File: config.mk
export PLATFORM = sky130hd
export DESIGN_NAME = c2s_isqrt
export DESIGN_NICKNAME = d
export VERILOG_FILES = /design/src/c2s_pkg.sv /design/src/c2s_isqrt.sv
export SDC_FILE = /design/constraint.sdc
export NUM_CORES = 2
export LEC_CHECK = 0
export BUFFER_PORTS_ARGS = -buffer_cell sky130_fd_sc_hd__buf_2
export CORE_AREA = 5 5 476 384
export DETAILED_ROUTE_END_ITERATION = 16
export DIE_AREA = 0 0 481 389
export HOLD_SLACK_MARGIN = 0.1
export PLACE_DENSITY = 0.54
export SLEW_MARGIN = 10
export SYNTH_ARGS = -nofsm -noshare
export SYNTH_HDL_FRONTEND = slang
export SYNTH_SLANG_ARGS = --single-unit
File: constraint.sdc
create_clock -name clk_i -period 3.75 [get_ports clk_i]
set_input_delay 0.75 -clock clk_i [delete_from_list [all_inputs] [get_ports clk_i]]
set_output_delay 0.75 -clock clk_i [all_outputs]
set_load 0.02 [all_outputs]
File: src/c2s_pkg.sv
// Types, constants and helpers of the cartesian to spherical conversion unit.
package c2s_pkg;

  localparam int COORD_WIDTH  = 24;
  localparam int ANGLE_WIDTH  = 16;
  localparam int RADIUS_WIDTH = 25;

  localparam int DIFF_W   = COORD_WIDTH + 1;
  localparam int MAG_W    = COORD_WIDTH;
  localparam int SQR_W    = 2 * MAG_W;
  localparam int SQ_W     = 2 * MAG_W + 2;
  localparam int ROOT_W   = SQ_W / 2;
  localparam int REM_W    = ROOT_W + 1;
  localparam int NORM_MSB = 28;
  localparam int NORM_W   = NORM_MSB + 1;
  localparam int SHIFT_W  = 5;

  localparam int CORDIC_STEPS = 31;
  localparam int CORDIC_LAST  = CORDIC_STEPS - 1;
  localparam int CORDIC_IN_W  = 31;
  localparam int CORDIC_W     = 34;
  localparam int ZACC_W       = 32;
  localparam int ANG_W        = 31;
  localparam int LEN_W        = 32;
  localparam int PROD_W       = 64;
  localparam int CORDIC_LAT   = CORDIC_STEPS + 2;

  localparam int A_W   = 33;
  localparam int NUM_W = 49;

  localparam int THETA_POST = 4;
  localparam int PHI_POST   = 2;
  localparam int RAD_DLY    = 2 * CORDIC_LAT + THETA_POST + PHI_POST - ROOT_W;

  localparam logic [31:0]              INV_GAIN     = 32'h9B74_EDA8;
  localparam logic [PROD_W-1:0]        ROUND_HALF   = 64'h0000_0000_8000_0000;
  localparam logic [ANG_W-1:0]         TURN_QUARTER = 31'h4000_0000;
  localparam logic signed [ZACC_W-1:0] ZACC_QUARTER = 32'sh4000_0000;
  localparam logic signed [A_W-1:0]    TURN_HALF    = 33'sh0_8000_0000;
  localparam logic signed [NUM_W-1:0]  NUM_BIAS     = 49'sh0_0000_8000_0000;
  localparam logic signed [NUM_W-1:0]  NUM_TRUNC    = 49'sh0_0000_FFFF_FFFF;
  localparam logic [ANGLE_WIDTH-1:0]   ROT_CONST    = 16'h3FFF;

  // atan(2^-i) in units of 2^-32 turn
  localparam int unsigned ATAN_TAB [CORDIC_STEPS] = '{
    536870912, 316933406, 167458907, 85004756, 42667331, 21354465,
    10679838, 5340245, 2670163, 1335087, 667544, 333772, 166886, 83443,
    41722, 20861, 10430, 5215, 2608, 1304, 652, 326, 163, 81, 41, 20,
    10, 5, 3, 1, 1
  };

  typedef struct packed {
    logic signed [COORD_WIDTH-1:0] a_x;
    logic signed [COORD_WIDTH-1:0] a_y;
    logic signed [COORD_WIDTH-1:0] a_z;
    logic signed [COORD_WIDTH-1:0] b_x;
    logic signed [COORD_WIDTH-1:0] b_y;
    logic signed [COORD_WIDTH-1:0] b_z;
    logic                          rotate_polar;
  } in_t;

  typedef struct packed {
    logic [RADIUS_WIDTH-1:0] radius;
    logic [ANGLE_WIDTH-1:0]  polar_angle;
    logic [ANGLE_WIDTH-1:0]  azimuth_angle;
  } out_t;

  // Sideband that rides along the angle path.
  typedef struct packed {
    logic [NORM_W-1:0]      uy;
    logic                   neg_x;
    logic                   neg_y;
    logic                   neg_z;
    logic                   rotate;
    logic [ANGLE_WIDTH-1:0] theta;
  } tag_t;

  // Left shift that brings the top set bit of m to NORM_MSB.
  function automatic logic [SHIFT_W-1:0] norm_shift(input logic [MAG_W-1:0] m);
    logic [SHIFT_W-1:0] s;
    s = '0;
    for (int i = 0; i < MAG_W; i++) begin
      if (m[i]) begin
        s = SHIFT_W'(NORM_MSB - i);
      end
    end
    return s;
  endfunction

endpackage

File: src/c2s_isqrt.sv
// Pipelined integer square root, one result bit per stage.
module c2s_isqrt (
  input  logic                       clk_i,
  input  logic                       en_i,
  input  logic [c2s_pkg::SQ_W-1:0]   sq_i,
  output logic [c2s_pkg::ROOT_W-1:0] root_o
);

  logic [c2s_pkg::REM_W-1:0]  rem_q  [c2s_pkg::ROOT_W];
  logic [c2s_pkg::ROOT_W-1:0] root_q [c2s_pkg::ROOT_W];
  logic [c2s_pkg::SQ_W-1:0]   sq_q   [c2s_pkg::ROOT_W];

  for (genvar k = 0; k < c2s_pkg::ROOT_W; k++) begin : g_stage
    logic [c2s_pkg::REM_W-1:0]  rem_s, rem_d;
    logic [c2s_pkg::ROOT_W-1:0] root_s, root_d;
    logic [c2s_pkg::SQ_W-1:0]   sq_s;
    logic [c2s_pkg::REM_W+1:0]  rem_t, trial;

    if (k == 0) begin : g_first
      assign rem_s  = '0;
      assign root_s = '0;
      assign sq_s   = sq_i;
    end else begin : g_next
      assign rem_s  = rem_q[k-1];
      assign root_s = root_q[k-1];
      assign sq_s   = sq_q[k-1];
    end

    always_comb begin
      rem_t = {rem_s, sq_s[c2s_pkg::SQ_W-1-2*k -: 2]};
      trial = {1'b0, root_s, 2'b01};
      if (rem_t >= trial) begin
        rem_d  = c2s_pkg::REM_W'(rem_t - trial);
        root_d = {root_s[c2s_pkg::ROOT_W-2:0], 1'b1};
      end else begin
        rem_d  = c2s_pkg::REM_W'(rem_t);
        root_d = {root_s[c2s_pkg::ROOT_W-2:0], 1'b0};
      end
    end

    always_ff @(posedge clk_i) begin
      if (en_i) begin
        rem_q[k]  <= rem_d;
        root_q[k] <= root_d;
        sq_q[k]   <= sq_s;
      end
    end
  end

  assign root_o = root_q[c2s_pkg::ROOT_W-1];

endmodule

# After elaboration in Yosys (flattened, before gate mapping)
# Memory sizes are Yosys's and may differ from the RTL's.
# Index checks and enable logic that the tools add are counted.
# classes
n_addsub,25
mul,0
n_div,0
n_lt_le_gt_ge,25
n_eq_ne,0
n_shift,0
mux,52
n_bitwise,0
n_reduce_logical,0
# ops
operator,n
greater-or-equal comparator 28 x 27 -> 1 bit,24
two-way mux 26 bit,25
subtractor 26 bit,24
two-way mux 1 bit,27
subtractor 2 x 1 -> 3 bit (second input constant),1
greater-or-equal comparator 2 x 1 -> 1 bit (second input constant),1
# word_totals
register_bits,0
latch_bits,0
ram_bits,2525
rom_bits,0
input_bits,52
output_inout_bits,25
wordCells,105
n_memories,3
# memory_table
name,words,width,rd,rd_ports_with_merged_regs,wr,line_no,rtl
sq_q,25,50,24,0,25,c2s_isqrt.sv:11,logic [c2s_pkg::SQ_W-1:0] sq_q [c2s_pkg::ROOT_W];
rem_q,25,26,24,0,25,c2s_isqrt.sv:9,logic [c2s_pkg::REM_W-1:0] rem_q [c2s_pkg::ROOT_W];
root_q,25,25,25,0,25,c2s_isqrt.sv:10,logic [c2s_pkg::ROOT_W-1:0] root_q [c2s_pkg::ROOT_W];

# Depth between registers and ports, before layout
# An unclocked memory read counts as a cell.
# depth
ltp_word,3
depth_mapped,13
ltp_nobuf,11

# Worst setup path before layout
# No wires, ideal clock.
# synth_path
path_type,flip-flop to flip-flop
start,memory rem_q[2][78] (netlist bit)
end,"memory rem_q[2][108] (netlist bit), data pin"
setup_time_ns,0.262
arrival_time_ns,2.802
required_ns,3.488
path_slack_ns,0.686
stages_incl_launch_ff,9
n_path_buf,0
synth_period_minus_slack_ns,3.064
path_cell_list,edfxtp_1 -> ha_1 -> nor2b_1 -> o31a_1 -> o41a_1 -> o41a_1 -> a211o_1 -> a31oi_4 -> mux2_1
# synth_rtl
item,line_no
"start, declared",c2s_isqrt.sv:9

==> impl_table.tex <==
\begin{tabular}{lr}
\hline
Metric & Value \\
\hline
\multicolumn{2}{l}{\textbf{Run status}} \\
\quad Run status & completed \\
\multicolumn{2}{l}{\textbf{Power}} \\
\quad Switching power total & 12.9 mW \\
\quad Fraction of power spent switching nets & a little over a quarter \\
\quad Power per Cell Area & 586 mW/mm\^{}2 \\
\quad Cell internal power dissipation & approximately 34 mW \\
\quad Part of the total power dissipated in the clock network & 34.1\% \\
\quad Leakage power & 30.6 nW \\
\quad Comb power frac & between 10\% and 20\% \\
\quad Sequential cell fraction of total power & between 40\% and 50\% \\
\quad Total power & 47.1 mW \\
\quad Largest vdd supply drop & approximately 0.36 mV \\
\multicolumn{2}{l}{\textbf{Clock network}} \\
\quad CTS H-Tree Depth & 4 \\
\quad CTS tree & done \\
\quad Buffer depth of the longest clock path & 3 \\
\quad Clock buffers created by TritonCTS & approximately 160 \\
\quad Clock Sinks & 1514 \\
\quad Post-CTS Setup Repair Bufs & 0 \\
\quad Clock root buffer & clkbuf\_16 \\
\quad Clock-pin slew on the worst setup and hold paths & $\sim$0.060 ns \\
\quad Later-pin clock latency in the skew report & 0.80 ns \\
\multicolumn{2}{l}{\textbf{Synthesis}} \\
\quad Post-synthesis cell type count & 94 \\
\quad Library cell with the highest instance count after synthesis & edfxtp\_1 \\
\quad Post-synth top flop & edfxtp\_1 \\
\quad Synth Area per Inst & roughly 13 sq um \\
\quad Post-Synthesis Cell Area & roughly 0.07 sq mm \\
\quad Synth cell count leaders & edfxtp\_1, inv\_1, nand2\_1, ha\_1, nor2\_1 \\
\quad Largest area contributor in the synthesized netlist & edfxtp\_1 \\
\quad Number of warnings issued by yosys & 0 \\
\quad Total of flip-flops plus latches after synthesis & $\sim$1500 \\
\quad Post-Syn Nets & approximately 5800 \\
\quad Cells after synthesis & between 5000 and 6000 \\
\quad Share of synthesized registers carrying an async set or reset & 0\% \\
\quad Top cell type's share of synthesized area & 64.5\% \\
\quad Fraction of the yosys area taken by sequential cells & between 60\% and 70\% \\
\quad Ranking of synthesized cells by area & edfxtp\_1, ha\_1, xnor2\_1, xor2\_1, inv\_1 \\
\quad Number of enable flip-flop cells after synthesis & 1514 \\
\multicolumn{2}{l}{\textbf{Drt}} \\
\quad Average wire per standard cell & between 15 and 20 um \\
\quad DRT iter0 DRCs & around 2700 \\
\quad Antenna viol nets, final & 0 \\
\quad Total Routed Length & around 140000 um \\
\quad DR vias/cell & 5.03 \\
\quad DR vias & about 41000 \\
\quad Residual DRC count & 0 \\
\quad Detailed Routing Iterations Pass 1 & 6 \\
\multicolumn{2}{l}{\textbf{Die}} \\
\quad Die ar. & approximately 0.19 sq mm \\
\quad Core outline area & 0.178 sq mm \\
\quad Die span in y & just under 400 um \\
\quad Die boundary width & approximately 480 um \\
\quad Effective utilization at floorplan & about two fifths \\
\quad Number of standard-cell rows in the floorplan & 139 \\
\quad Io pins & a little under 80 \\
\multicolumn{2}{l}{\textbf{Global route}} \\
\quad GRT Total Usage & between 10\% and 20\% \\
\quad Largest net degree at the start of global routing & roughly 130 \\
\quad Vias in the first global route & 40195 \\
\quad Remaining global-route overflow & 0 \\
\quad Global-route wire length before repair & about 220000 um \\
\quad Antenna violations before repair & 2 \\
\multicolumn{2}{l}{\textbf{Worst hold path}} \\
\quad Startpoint of the tightest hold check path & sq\_i[17] \\
\quad Type of the most critical hold path & input port to flip-flop \\
\quad Cells on Worst Hold Path & 1 \\
\quad Worst hold endpoint & sq\_q[0][17] \\
\multicolumn{2}{l}{\textbf{Final layout}} \\
\quad Post-route standard cell area excluding fillers & about 0.080 sq mm \\
\quad Non-filler cells, final & approximately 8200 \\
\quad Area added between synthesis and finish & 14.1\% \\
\quad Total inserted antenna cells & 0 \\
\quad Post-layout utilization of the core & 45.2\% \\
\quad Fraction of final layout cells sized beyond drive strength 1 & 9.01\% \\
\quad Count of nets after finishing & 6092 \\
\multicolumn{2}{l}{\textbf{Setup path}} \\
\quad Arrival time worst endpoint & between 4 and 5 ns \\
\quad Capture instance of the worst register-to-register path & rem\_q[2][134] \\
\quad Kind of start point of the critical path & flip-flop \\
\quad R2r startpoint & rem\_q[2][112] \\
\quad Length in cells of the worst reg-to-reg path & 9 \\
\quad Type of destination of the critical path & flip-flop \\
\quad Top fanout value on the critical path & 34 \\
\quad Critical path class & flip-flop to flip-flop \\
\quad Minimum setup slack among reg-to-reg paths & $\sim$0.25 ns \\
\quad Data required time of the critical path & about 4.3 ns \\
\multicolumn{2}{l}{\textbf{STA}} \\
\quad Top achievable clock speed & around 290 MHz \\
\quad Actual transition at the worst max-transition pin & 1.13 ns \\
\quad Final period util & $\sim$93\% \\
\quad Max transition margin & 24.6\% \\
\quad Tmin final & 3.50 ns \\
\quad Total count of hold-check failures in the final report & 0 \\
\quad Setup repair after global routing missed its margin & false \\
\quad Pins over their slew limit & 0 \\
\quad Min setup slack post-route & between 0.2 and 0.3 ns \\
\quad Finish-stage setup viols & 0 \\
\quad Setup total negative slack & 0 ns \\
\quad Minimum hold slack & between 0.15 and 0.2 ns \\
\quad Worst clock skew & roughly 0.043 ns \\
\multicolumn{2}{l}{\textbf{Placed design}} \\
\quad Pre-CTS worst setup slack & between 0.3 and 0.4 ns \\
\quad Port Buffers & between 70 and 80 \\
\quad Final HPWL DP & 96900 um \\
\quad Final weighted congestion in routability-driven placement & between 0.8 and 0.9 \\
\quad \# placed instances & 7874 \\
\quad Area after DPL & around 0.074 sq mm \\
\multicolumn{2}{l}{\textbf{Job}} \\
\quad Max capacitance violation total & 0 \\
\hline
\end{tabular}
## worst max-delay path, stage by stage (launching register included)
cell	delay, ns
edfxtp_1	0.40
ha_1	0.37
or2_2	0.35
a31o_2	0.27
a211oi_1	0.30
o31ai_1	0.20
a211oi_2	0.39
nand2_1	0.28
buf_4	0.34
mux2_2	0.32
## how the worst max path moves through the flow
| stage | start | endpoint | slack, ns | cells after the start |
|---|---|---|---|---|
| CTS | rem_q[2][112] | rem_q[2][145] | 0.29 | 9 |
| finish | rem_q[2][112] | rem_q[2][134] | 0.25 | 9 |
| detailed placement | rem_q[2][112] | rem_q[2][134] | 0.31 | 9 |
| floorplan | rem_q[2][78] | rem_q[2][108] | 0.69 | 8 |
| global placement | rem_q[1][88] | rem_q[1][122] | 0.30 | 9 |
| global route | root_q[1][150] | rem_q[2][203] | 0.1 | 11 |
## layer usage
metal / routed length, um / vias up / part of all wire (%) / track usage (%)
li1: - / 20652 / - / -
met1: 67900 / 19666 / 50 / 21.4
met2: 59200 / 761 / 43 / 21.8
met3: 6030 / 203 / 4.4 / 2.55
met4: 3040 / 0 / 2.2 / 4.10
met5: 0 / - / 0 / 0
## registers in the layout, summed over array words and instances (netlist names)
name and count:
rem_q 589, root_q 325, sq_q 600
## layout by cell type (no fill, tap or decap), drive strengths merged, types with 25 or more instances in the layout
cell type and n:
a211oi 35, a21o 118, a21oi 306, a31oi 36
and3 37, buf 180, clkbuf 195, clkinv 61
dlygate4sd3 47, edfxtp 1514, ha 352, inv 456
mux2 46, nand2 359, nand2b 62, nand3 94
nand4 53, nor2 308, nor2b 43, nor3 143
nor4 84, o211ai 28, o21a 71, o21ai 285
o21bai 26, o31ai 33, or2 35, or3 59
or4 25, xnor2 236, xor2 235
## cells by family (layout without fill, tap and decap cells)
group	count (synthesis)	in the layout	synth area share, %
xor gates and xnor gates	471	471	5.86
other	1	1	0.00532
muxes	58	58	0.911
buffers and inverters	540	964	2.98
and+or+nand+nor	1379	1379	9.79
DFF	1514	1514	64.5
adders and majority gates	352	352	6.25
AOI/OAI and AO/OA	1075	1075	9.68
## layout make-up
| type | count | area [sq um] |
|---|---|---|
| clock buffers | 195 | 4200 |
| clock inverters | 95 | 1190 |
| fillers | 15927 | 97600 |
| inverters | 447 | 1680 |
| multi-input cells | 3336 | 22900 |
| flip-flops and latches | 1514 | 45500 |
| well taps | 2397 | 3000 |
| repair buffers | 227 | 1910 |
## power by group through the flow
stage | clock, mW | sequential [mW] | combinational [mW]
2_1_floorplan | 0 | 22.3 | 6.22
3_5_place_dp | 0 | 22.9 | 8.42
4_1_cts | 16.7 | 22.6 | 8.51
6_report | 16.1 | 22.5 | 8.52
3_3_place_gp | 0 | 22.9 | 8.35
5_1_grt | 17.4 | 22.7 | 9.54
## timing repair
item / CTS / global route
resized for setup: 0 / 0
endpoints found under the setup margin: 0 / 0
hold buffers: 47 / 0
endpoints found under the hold margin: 47 / 0
No activity file was read; power rests on OpenSTA's default activity.
